## config.mk

```make
export PLATFORM = sky130hd
export DESIGN_NAME = modular_exponentiation
export DESIGN_NICKNAME = d
export VERILOG_FILES = /design/src/me_pkg.sv /design/src/me_mulmod.sv /design/src/me_datapath.sv /design/src/me_ctrl.sv /design/src/modular_exponentiation.sv
export SDC_FILE = /design/constraint.sdc
export NUM_CORES = 1
export LEC_CHECK = 0
export BUFFER_PORTS_ARGS = -buffer_cell sky130_fd_sc_hd__buf_2
export CAP_MARGIN = 40
export CORE_UTILIZATION = 52
export DETAILED_ROUTE_END_ITERATION = 16
export PLACE_DENSITY = 0.7
export REMOVE_ABC_BUFFERS = 1
export SLEW_MARGIN = 20
export SYNTH_ARGS = -nofsm -noshare
export SYNTH_HDL_FRONTEND = slang
export SYNTH_SLANG_ARGS = --single-unit
```

## constraint.sdc

```tcl
create_clock -name clk -period 10.6 [get_ports clk]
set_input_delay 2.12 -clock clk [delete_from_list [all_inputs] [get_ports clk]]
set_output_delay 2.12 -clock clk [all_outputs]
set_load 0.03 [all_outputs]
```

## src/me_pkg.sv

```systemverilog
// Shared constants and controller/datapath interface types for the modular exponentiation block.
package me_pkg;

    // Operand widths: modulus and base share MOD_BITS, the exponent uses EXP_BITS.
    localparam int MOD_BITS = 31;
    localparam int EXP_BITS = 63;

    // Stream payload widths, padded to whole bytes.
    localparam int IN_W  = ((MOD_BITS + EXP_BITS + 7) / 8) * 8;
    localparam int OUT_W = ((MOD_BITS + 7) / 8) * 8;

    // Step counter for one bit-serial modular multiplication.
    localparam int CNT_W = $clog2(MOD_BITS);

    localparam logic [MOD_BITS-1:0] MODULUS_RESET = MOD_BITS'(64'd1000000007);

    // Commands from the controller to the datapath.
    typedef struct packed {
        logic load;      // capture base/exponent, seed accumulator with 1 mod m
        logic mm_clr;    // load multiplier operands, clear partial remainders
        logic mm_step;   // consume one multiplier bit
        logic sel_pre;   // square unit computes (1 mod m) * base, i.e. base mod m
        logic sq_write;  // square term takes the reduced base
        logic bit_done;  // square, conditional multiply, shift exponent
        logic out_load;  // move accumulator into the output register
    } me_cmd_t;

    // Status from the datapath to the controller.
    typedef struct packed {
        logic exp_zero;  // no exponent bits left
    } me_status_t;

endpackage

```

## src/me_mulmod.sv

```systemverilog
// Bit-serial interleaved modular multiplier: one multiplier bit per step, MSB first.
module me_mulmod
    import me_pkg::*;
(
    input  logic                clk,
    input  logic                clr,
    input  logic                step,
    input  logic [MOD_BITS-1:0] a,       // must be below m
    input  logic [MOD_BITS-1:0] b,       // any value
    input  logic [MOD_BITS-1:0] m,       // effective modulus, nonzero
    output logic [MOD_BITS-1:0] result
);

    logic [MOD_BITS-1:0] r_reg, r_next;
    logic [MOD_BITS-1:0] a_reg, a_next;
    logic [MOD_BITS-1:0] b_reg, b_next;
    logic [MOD_BITS+1:0] t;
    logic [MOD_BITS+1:0] m1;
    logic [MOD_BITS+1:0] m2;
    logic [MOD_BITS+1:0] t_red;

    // t = 2r + a*b_i stays below 3m; subtract 0, m or 2m
    always_comb
    begin
        m1 = {2'b00, m};
        m2 = {1'b0, m, 1'b0};
        t  = {1'b0, r_reg, 1'b0} + (b_reg[MOD_BITS-1] ? {2'b00, a_reg} : '0);
        if (t >= m2)
        begin
            t_red = t - m2;
        end
        else if (t >= m1)
        begin
            t_red = t - m1;
        end
        else
        begin
            t_red = t;
        end
    end

    always_comb
    begin
        r_next = r_reg;
        a_next = a_reg;
        b_next = b_reg;
        if (clr)
        begin
            r_next = '0;
            a_next = a;
            b_next = b;
        end
        else if (step)
        begin
            r_next = t_red[MOD_BITS-1:0];
            b_next = {b_reg[MOD_BITS-2:0], 1'b0};
        end
    end

    always_ff @(posedge clk)
    begin
        r_reg <= r_next;
        a_reg <= a_next;
        b_reg <= b_next;
    end

    assign result = r_reg;

endmodule

```

## src/me_datapath.sv

```systemverilog
// Datapath: modulus register, operand registers, two modular multipliers, output register.
module me_datapath
    import me_pkg::*;
(
    input  logic                clk,
    input  logic                rst_n,
    input  me_cmd_t             cmd,
    output me_status_t          status,
    input  logic                cfg_we,
    input  logic [MOD_BITS-1:0] cfg_data,
    input  logic [IN_W-1:0]     in_data,
    output logic [OUT_W-1:0]    out_data
);

    logic [MOD_BITS-1:0] mod_reg, mod_next;
    logic [MOD_BITS-1:0] acc_reg, acc_next;
    logic [MOD_BITS-1:0] sq_reg, sq_next;
    logic [EXP_BITS-1:0] exp_reg, exp_next;
    logic [MOD_BITS-1:0] out_reg, out_next;
    logic [MOD_BITS-1:0] m_eff;
    logic [MOD_BITS-1:0] one_mod;
    logic [MOD_BITS-1:0] sq_a;
    logic [MOD_BITS-1:0] sq_prod;
    logic [MOD_BITS-1:0] mul_prod;

    // A zero modulus acts as one
    assign m_eff   = (mod_reg == '0) ? MOD_BITS'(1) : mod_reg;
    assign one_mod = MOD_BITS'(mod_reg > MOD_BITS'(1));

    // Square unit doubles as the base reducer: (1 mod m) * base
    assign sq_a = cmd.sel_pre ? acc_reg : sq_reg;

    me_mulmod u_square
    (
        .clk    (clk),
        .clr    (cmd.mm_clr),
        .step   (cmd.mm_step),
        .a      (sq_a),
        .b      (sq_reg),
        .m      (m_eff),
        .result (sq_prod)
    );

    me_mulmod u_multiply
    (
        .clk    (clk),
        .clr    (cmd.mm_clr),
        .step   (cmd.mm_step),
        .a      (sq_reg),
        .b      (acc_reg),
        .m      (m_eff),
        .result (mul_prod)
    );

    always_comb
    begin
        mod_next = cfg_we ? cfg_data : mod_reg;
        acc_next = acc_reg;
        sq_next  = sq_reg;
        exp_next = exp_reg;
        out_next = cmd.out_load ? acc_reg : out_reg;
        if (cmd.load)
        begin
            sq_next  = in_data[MOD_BITS-1:0];
            exp_next = in_data[MOD_BITS +: EXP_BITS];
            acc_next = one_mod;
        end
        else if (cmd.sq_write)
        begin
            sq_next = sq_prod;
        end
        else if (cmd.bit_done)
        begin
            sq_next  = sq_prod;
            exp_next = exp_reg >> 1;
            if (exp_reg[0])
            begin
                acc_next = mul_prod;
            end
        end
    end

    always_ff @(posedge clk or negedge rst_n)
    begin
        if (!rst_n)
        begin
            mod_reg <= MODULUS_RESET;
        end
        else
        begin
            mod_reg <= mod_next;
        end
    end

    always_ff @(posedge clk)
    begin
        acc_reg <= acc_next;
        sq_reg  <= sq_next;
        exp_reg <= exp_next;
        out_reg <= out_next;
    end

    assign status.exp_zero = (exp_reg == '0);
    assign out_data        = OUT_W'(out_reg);

endmodule

```

## src/me_ctrl.sv

```systemverilog
// Controller: sequences base reduction, per-bit multiply passes and the output handoff.
module me_ctrl
    import me_pkg::*;
(
    input  logic       clk,
    input  logic       rst_n,
    input  logic       in_valid,
    output logic       in_ready,
    output logic       out_valid,
    input  logic       out_ready,
    input  me_status_t status,
    output me_cmd_t    cmd
);

    localparam logic [2:0] ST_IDLE = 3'd0;
    localparam logic [2:0] ST_CLR  = 3'd1;
    localparam logic [2:0] ST_STEP = 3'd2;
    localparam logic [2:0] ST_UPD  = 3'd3;
    localparam logic [2:0] ST_CHK  = 3'd4;
    localparam logic [2:0] ST_OUT  = 3'd5;

    localparam logic [CNT_W-1:0] CNT_LAST = CNT_W'(MOD_BITS - 1);

    logic [2:0]       state_reg, state_next;
    logic [CNT_W-1:0] cnt_reg, cnt_next;
    logic             pre_reg, pre_next;
    logic             oval_reg, oval_next;
    logic             out_free;

    assign out_free  = !oval_reg || out_ready;
    assign in_ready  = (state_reg == ST_IDLE);
    assign out_valid = oval_reg;

    always_comb
    begin
        state_next = state_reg;
        cnt_next   = cnt_reg;
        pre_next   = pre_reg;
        oval_next  = (oval_reg && out_ready) ? 1'b0 : oval_reg;
        cmd        = '0;
        case (state_reg)
            ST_IDLE:
            begin
                if (in_valid)
                begin
                    cmd.load   = 1'b1;
                    pre_next   = 1'b1;
                    state_next = ST_CLR;
                end
            end
            ST_CLR:
            begin
                cmd.mm_clr  = 1'b1;
                cmd.sel_pre = pre_reg;
                cnt_next    = '0;
                state_next  = ST_STEP;
            end
            ST_STEP:
            begin
                cmd.mm_step = 1'b1;
                cnt_next    = cnt_reg + CNT_W'(1);
                if (cnt_reg == CNT_LAST)
                begin
                    state_next = ST_UPD;
                end
            end
            ST_UPD:
            begin
                if (pre_reg)
                begin
                    cmd.sq_write = 1'b1;
                    pre_next     = 1'b0;
                end
                else
                begin
                    cmd.bit_done = 1'b1;
                end
                state_next = ST_CHK;
            end
            ST_CHK:
            begin
                state_next = status.exp_zero ? ST_OUT : ST_CLR;
            end
            ST_OUT:
            begin
                if (out_free)
                begin
                    cmd.out_load = 1'b1;
                    oval_next    = 1'b1;
                    state_next   = ST_IDLE;
                end
            end
            default:
            begin
                state_next = ST_IDLE;
            end
        endcase
    end

    always_ff @(posedge clk or negedge rst_n)
    begin
        if (!rst_n)
        begin
            state_reg <= ST_IDLE;
            cnt_reg   <= '0;
            pre_reg   <= 1'b0;
            oval_reg  <= 1'b0;
        end
        else
        begin
            state_reg <= state_next;
            cnt_reg   <= cnt_next;
            pre_reg   <= pre_next;
            oval_reg  <= oval_next;
        end
    end

    // Never overwrite a result that is still waiting
    a_no_overwrite: assert property (@(posedge clk) disable iff (!rst_n)
        cmd.out_load |-> (!oval_reg || out_ready))
        else $error("output register overwritten while stalled");

    // An accepted beat always starts with the base-reduction pass
    a_accept_starts_pre: assert property (@(posedge clk) disable iff (!rst_n)
        (in_valid && in_ready) |=> (state_reg == ST_CLR && pre_reg))
        else $error("accepted beat did not start the reduction pass");

    // A multiply pass ends after exactly MOD_BITS steps
    a_pass_length: assert property (@(posedge clk) disable iff (!rst_n)
        (state_reg == ST_STEP && cnt_reg == CNT_LAST) |=> (state_reg == ST_UPD))
        else $error("multiply pass did not end on the last step");

    // Multiplier steps only run inside a pass
    a_step_in_pass: assert property (@(posedge clk) disable iff (!rst_n)
        cmd.mm_step |-> $past(state_reg == ST_CLR || state_reg == ST_STEP))
        else $error("multiplier step outside a pass");

endmodule

```

## src/modular_exponentiation.sv

```systemverilog
// Top level: modular exponentiation by right-to-left square-and-multiply.
//
// Channels:
//   s_*   input beats: base and exponent. Taken only while the block is idle.
//   m_*   result beats: base^exponent mod modulus, held in an output register.
//   cfg_* modulus write, always ready. Write only while no beat is in flight.
// A modulus of zero acts as one, so every result is then zero.
//
// Timing: every modular product is formed bit-serially, one multiplier bit per
// cycle; a pass runs clear, 31 steps, update and check. One pass reduces the
// base, then one pass per exponent bit up to the highest set one, so L passes
// for an exponent of bit length L; the square and the conditional multiply
// share each pass. The next input beat is taken only once the result has been
// loaded into the output register and the controller is back in idle.
//
// Reset clears the controller and restores the modulus to 1000000007.
// A stalled receiver holds m_tdata; a new input beat is still accepted, and its
// result waits in the accumulator with s_tready low until the output frees.
module modular_exponentiation
    import me_pkg::*;
(
    input  logic                clk,
    input  logic                rst_n,
    input  logic                s_tvalid,
    output logic                s_tready,
    input  logic [IN_W-1:0]     s_tdata,   // [30:0] base, [93:31] exponent, [95:94] zero
    output logic                m_tvalid,
    input  logic                m_tready,
    output logic [OUT_W-1:0]    m_tdata,   // [30:0] power_mod, [31] zero
    input  logic                cfg_valid,
    output logic                cfg_ready,
    input  logic [MOD_BITS-1:0] cfg_data   // modulus
);

    me_cmd_t    cmd;
    me_status_t status;

    // The modulus register takes a write in any cycle
    assign cfg_ready = 1'b1;

    me_ctrl u_ctrl
    (
        .clk       (clk),
        .rst_n     (rst_n),
        .in_valid  (s_tvalid),
        .in_ready  (s_tready),
        .out_valid (m_tvalid),
        .out_ready (m_tready),
        .status    (status),
        .cmd       (cmd)
    );

    me_datapath u_datapath
    (
        .clk      (clk),
        .rst_n    (rst_n),
        .cmd      (cmd),
        .status   (status),
        .cfg_we   (cfg_valid),
        .cfg_data (cfg_data),
        .in_data  (s_tdata),
        .out_data (m_tdata)
    );

endmodule

```

==> impl_metrics.toml, run 1 <==
[run_status]
status = "complete, no violations"

[cells_and_area]
final_common_cell = "nand2_1"
area_growth_pct = 11.18
largest_reg_flops = 63
nets = 3101
most-common-layout-cells = "nand2_1, edfxtp_1, a21oi_1"
drive_gt1_frac = 0.1564
fillers = 4154
fin_util = 0.5894

[timing]
max_slew_margin = 0.3431
period_share = 0.6802
fin_hold_ws_ns = 0.4750
worst_slack_ns = 3.390
fin_crit_ns = 7.210
skew_ns = 0.02889
fmax_ghz = 0.1387
rsz0062_at_grt = "false"
setup_violations = 0
worst-slew-pin-transition_ns = 0.9605
slew_violations = 0
final.setup.tns_ns = 0
hold_viol_final = 0

[setup_path]
crit_slowest_cell = "and3_1"
cp_max_fo = 31
critPathArrivalTime_ns = 7.69
start_kind = "flip-flop"
reg2regPathDepth = 24
crit_required_ns = 11.08
crit_family = "compound AO/OA/AOI/OAI gates"
crit_chain = "buf_4 -> and2_1 -> ha_1 -> fa_1 -> a211oi_1 -> o21ai_2 -> a32oi_2 -> a21oi_1 -> o21a_1 -> o21a_1 -> o21a_1 -> nor2_1 -> ha_1 -> o21ai_0 -> a21oi_1 -> a21oi_1 -> nand3_1 -> a31oi_1 -> a2bb2oi_1 -> o211ai_1 -> and3_1 -> nor2_1 -> mux2i_1 -> a22o_1"
endpoint_kind = "flip-flop"
cp_num_buf_inv = 1
critical_path_depth = 24
cpPeakStageDelay_ns = 0.73
critPathKind = "flip-flop to flip-flop"

[die]
fp.dieW_um = 223.1
die_height_um = 223.1
num_io_pins = 167
fp-row-count = 80
initial_core_util = 0.5301
core_mm2 = 0.04795
fp.dieArea_mm2 = 0.04977

[synth]
synth_fa_ha_area_frac = 0.09648
avgSynthCellArea_um2 = 9.595
synth_compound_area_frac = 0.1854
yosysUniqueCellTypes = 97
yosys_warnings = 0
ys.flop_type = "edfxtp_1"
synth_top_family_by_area = "compound AO/OA/AOI/OAI gates"
synth_xor_xnor_area_share = 0.05400
synth_cells = 2649
async_reset_ff_frac = 0.1070
synth_edf_count = 250
netlist_area_mm2 = 0.02542
synth_top_area_frac = 0.2953
synth_top_cell_by_area = "edfxtp_1"
ys_top_cells_by_area = "edfxtp_1, ha_1, dfxtp_1"
ys_ff_latch = 383
yosysSeqAreaShare = 0.4090
yosys.area_share.simple = 0.1472
muxShareOfSynthArea = 0.07507

[clock_network]
path_clk_slew_ns = 0.06
cts_made_buffers = 42
htreeDepth = 2
clock_sinks = 383
postCtsSetupBuffers = 0
clk_latency_ns = 0.59
cts_tree = "done"
clock_path_buffers = 3
root_buffer = "clkbuf_16"
cts_resized = 0
ctsHoldBuffers = 0

[detailed_routing]
wirelength_um = 74260
wire_per_inst_um = 21.66
dr.pass1.iters = 6
ant_nets = 0
vias = 20890
drtIter0Drc = 1907
viasPerCell = 6.091
remaining_drc_errors = 0

[global_routing]
grt_pass1_vias = 20070
grt_overflow = 0
grt.total_usage = 0.2951
grt_pass1_wl_um = 114000
grt_start_max_net_pins = 64
antenna_found_initial = 2

[place]
dp_hpwl_um = 56760
port_buffers = 162
gp_congestion = 1.010
dp_slack_ns = 3.641

[flow_run]
drv_cap = 0

[hold_path]
hp-class = "flip-flop to flip-flop"
whs_path_depth = 0
==> stage by stage <==
stage | cells | area (um2)
after floorplan | 2547 | 24990
after global routing | 3428 | 28260
after detailed placement | 3349 | 26860
after CTS | 3427 | 28240
final | 3429 | 28260
after global placement | 3345 | 26780
==> worst reg2reg max path, cell delays in order, from the launching register on <==
cell and delay [ns]:
edfxtp_1 0.36, buf_4 0.23, and2_1 0.20, ha_1 0.21, fa_1 0.43, a211oi_1 0.44, o21ai_2 0.16, a32oi_2 0.36
a21oi_1 0.15, o21a_1 0.21, o21a_1 0.19, o21a_1 0.20, nor2_1 0.25, ha_1 0.35, o21ai_0 0.18, a21oi_1 0.06
a21oi_1 0.24, nand3_1 0.24, a31oi_1 0.53, a2bb2oi_1 0.13, o211ai_1 0.51, and3_1 0.73, nor2_1 0.33, mux2i_1 0.22
a22o_1 0.21
==> cell families after synthesis <==
family	after synthesis
AO/OA/AOI/OAI	729
buffers and inverters	208
other	2
multiplexers	173
adder cells (fa/ha/maj)	193
XOR/XNOR	155
AND/OR/NAND/NOR	806
flip-flops	383
==> synthesized netlist by cell type (7+ instances only) <==
cell       count
nand2_1      408
edfxtp_1     250
a21oi_1      226
ha_1         184
o21ai_0      149
mux2_2       124
xnor2_1      109
inv_1        106
nor2_1       100
a21o_1        93
dfxtp_1       92
clkbuf_1      82
and2_1        69
xor2_1        44
nand3_1       42
mux2i_1       41
nor4_1        31
nor3_1        29
a31oi_1       26
dfrtp_1       25
o21a_1        23
o21bai_1      23
and3_1        22
nand2b_1      22
nand4_1       22
a211oi_1      19
nor2b_1       19
dfstp_2       16
o211ai_1      15
o31ai_1       15
a21boi_0      13
a22o_1        12
a32o_1        12
o21ai_1       11
buf_2         10
or2_2          9
and4_1         8
o221ai_1       8
a2111oi_0      7
==> final timing paths <==
path	start	slack [ns]	endpoint
setup / recovery	u_datapath.u_square.b_reg[30]	3.39	u_datapath.u_square.result[0]
hold / removal	u_datapath.sq_reg[6]	0.48	u_datapath.u_multiply.a_reg[6]
setup reg to reg	u_datapath.u_square.b_reg[30]	3.39	u_datapath.u_square.result[0]
hold reg to reg	u_datapath.sq_reg[6]	0.48	u_datapath.u_multiply.a_reg[6]
max in group asynchronous	rst_n	8.57	u_datapath.mod_reg[27]
min in group asynchronous	rst_n	1.44	u_ctrl.state_reg[1]
==> metal layers <==
layer,global-route usage,wire length [um],vias to the layer above
li1,-,-,9978
met1,0.3874,32860,10120
met2,0.4971,35250,655
met3,0.04096,3609,136
met4,0.1050,2531,2
met5,0,12,-
==> final cells by class <==
cell class | count | area (um2) | area share
antenna | 1 | 2.502 | 0.00008855
clock buffer | 54 | 1136 | 0.04020
clock inverter | 24 | 236.5 | 0.008368
inverter | 106 | 400.4 | 0.01417
multi-input combinational | 2058 | 14240 | 0.5040
sequential | 383 | 10400 | 0.3678
tap | 615 | 769.5 | 0.02723
timing repair buffer | 188 | 1076 | 0.03808
Power of run 1 is left out: the tool's default activity adds up to more than one toggle a clock period on the data nets, which glitch-free logic cannot reach.
==> run 2, diff against run 1 <==
Settings changed: ABC_AREA from default to 1, PLACE_DENSITY 0.7 to 0.73.
Clock period 10.6 ns to 6 ns, I/O delays scaled along.
==> run 2 against run 1 <==
- fmax rose by 27%
- non-clock buffer count rose by 17
- count of clock-buffer cells in the layout is 10 higher
- first-iteration DRC count increased by 12%
- wire length rose by 12%
- cell area increased by 3.8%
- highest routed layer is now met4
==> impl_metrics.toml, run 2 <==
[run_status]
status = "complete, no violations"

[synth]
synth_most_common_cell = "nand2_1"
synth_top_cell_by_area = "edfxtp_1"
yosysUniqueCellTypes = 62
synth_edf_count = 250
muxShareOfSynthArea = 0
synth_top_family_by_area = "simple AND/OR/NAND/NOR gates"
avgSynthCellArea_um2 = 7.730
synth_cells = 3390
async_reset_ff_frac = 0.1070
synth_compound_area_frac = 0.1619
netlist_area_mm2 = 0.02621
yosys.area_share.simple = 0.2327
yosys_warnings = 0
synth_fa_ha_area_frac = 0.09244
synth_common_cells = "nand2_1, inv_1, a21oi_1"
ys.flop_type = "edfxtp_1"
ys_top_cells_by_area = "edfxtp_1, nand2_1, ha_1"
synth_top_area_frac = 0.2865
yosysSeqAreaShare = 0.3967
synth_xor_xnor_area_share = 0.04846
ys_ff_latch = 383

[detailed_routing]
wirelength_um = 83410
remaining_drc_errors = 0
dr.pass1.iters = 7
wire_per_inst_um = 19.69
drtIter0Drc = 2127
vias = 23910
ant_nets = 0
viasPerCell = 5.645

[global_routing]
antenna_found_initial = 2
grt_pass1_vias = 22470
grt_start_max_net_pins = 81
grt_pass1_wl_um = 126100
grt.total_usage = 0.3254
grt_overflow = 0

[timing]
worst-slew-pin-transition_ns = 0.8201
fin_crit_ns = 5.682
fmax_ghz = 0.1760
max_slew_margin = 0.4533
rsz0062_at_grt = "false"
hold_viol_final = 0
period_share = 0.9470
slew_violations = 0
skew_ns = 0.03852
setup_violations = 0

[cells_and_area]
stdcell_count = 4236
fillers = 4629
final_common_cell = "nand2_1"
drive_gt1_frac = 0.1078
largest_reg_flops = 63
area_growth_pct = 11.90
most-common-layout-cells = "nand2_1, inv_1, a21oi_1"
nets = 3857

[clock_network]
clock_path_buffers = 3
cts_tree = "done"
clock_sinks = 383
cts_made_buffers = 43
root_buffer = "clkbuf_16"
clk_latency_ns = 0.60
htreeDepth = 2
path_clk_slew_ns = 0.06

[setup_path]
critPathArrivalTime_ns = 6.19
crit_slowest_cell = "edfxtp_1"
r2r-end = "u_datapath.u_multiply.result[14]"
critical_path_depth = 27
critPathKind = "flip-flop to flip-flop"
cp_max_fo = 15
reg2regPathDepth = 27
cp_num_buf_inv = 7
cp_common_cell = "nand2_1"
endpoint_kind = "flip-flop"
crit_family = "simple AND/OR/NAND/NOR gates"
rrSetupSlack_ns = 0.32
worstSetupEndpoint = "u_datapath.u_multiply.result[14]"
cpPeakStageDelay_ns = 0.64
crit_start = "u_datapath.u_multiply.b_reg[30]"
rr_startpoint = "u_datapath.u_multiply.b_reg[30]"
crit_required_ns = 6.51
start_kind = "flip-flop"

[place]
gp_congestion = 0.9922
dp_cells = 4152
dp_hpwl_um = 64000
port_buffers = 162

[die]
die_height_um = 226.5
num_io_pins = 167
core_mm2 = 0.04936
fp-row-count = 81
fp.dieArea_mm2 = 0.05130
initial_core_util = 0.5309
fp.dieW_um = 226.5

[hold_path]
hp-class = "flip-flop to flip-flop"

[flow_run]
drv_cap = 0
[run 2: changes by cell type in the layout (fill, tap and decap cells not counted), sizes merged, moves of 112 or more]
cell / change
nand2: +585
inv: +229
o21ai: +167
mux2: -132
nor2: +122
a21oi: +112
[run 2: what timing repair did]
action                                  4_1_cts  5_1_grt
setup buffers                                 0        0
endpoints found under the setup margin        0        8
hold buffers                                  0        0
resized for setup                             0        3
[run 2: worst register-to-register path, delay by kind of cell (launching register included)]
| family | cells | cell delay (ns) |
|---|---|---|
| compound gates | 5 | 1.30 |
| xor+xnor | 1 | 0.48 |
| fa+ha+maj | 2 | 0.66 |
| buf+inv | 7 | 0.94 |
| flops | 1 | 0.64 |
| simple gates | 12 | 1.59 |
[run 2: final cells by class]
cell class / instances / area, um2 / area share
Antenna cell: 2 / 5.005 / 0.0001707
Clock buffer: 64 / 1290 / 0.04399
Clock inverter: 16 / 166.4 / 0.005675
Inverter: 338 / 1280 / 0.04365
Multi-Input combinational cell: 2564 / 14100 / 0.4809
Sequential cell: 383 / 10400 / 0.3545
Tap cell: 664 / 830.8 / 0.02833
Timing Repair Buffer: 205 / 1254 / 0.04275
[run 2: per-stage QoR]
step,hold WS [ns],setup slack (ns),setup TNS (ns),utilization,cell area (um2)
final,0.4246,0.3177,0,0.5941,29320
after global routing,0.4308,0.002577,0,0.5941,29320
after CTS,0.4284,0.4617,0,0.5928,29260
after detailed placement,0.4132,0.4961,0,0.5633,27800
after global placement,0.4099,0.5267,0,0.5613,27700
after floorplan,0.4082,-4.477,-677.62,-,25710
[run 2: worst min path at each step]
stage	startpoint	slack (ns)	end	depth (start not counted)
after floorplan	u_datapath.acc_reg[10]	0.41	u_datapath.out_reg[10]	0
after global placement	u_datapath.acc_reg[8]	0.41	u_datapath.out_reg[8]	0
after detailed placement	u_datapath.acc_reg[10]	0.41	u_datapath.out_reg[10]	0
after CTS	u_datapath.acc_reg[10]	0.43	u_datapath.out_reg[10]	0
after global routing	u_datapath.acc_reg[10]	0.43	u_datapath.out_reg[10]	0
final	u_datapath.acc_reg[8]	0.42	u_datapath.out_reg[8]	0
[run 2: logic make-up after synthesis]
family                     Yosys count
AOI/OAI and AO/OA                  776
other                                2
buffers and inverters              443
DFF                                383
xor gates and xnor gates           145
adders and majority gates          190
and+or+nand+nor                   1451
[run 2: layer usage]
layer  GRT usage  vias to the layer above  wire length, um
met5           0                        -                0
met4      0.1824                        0             4675
met3     0.05637                      231             6437
met2      0.5137                      915            37600
met1      0.4225                    11040            34700
li1            -                    11720                -
Power of run 2 is left out for the same reason.
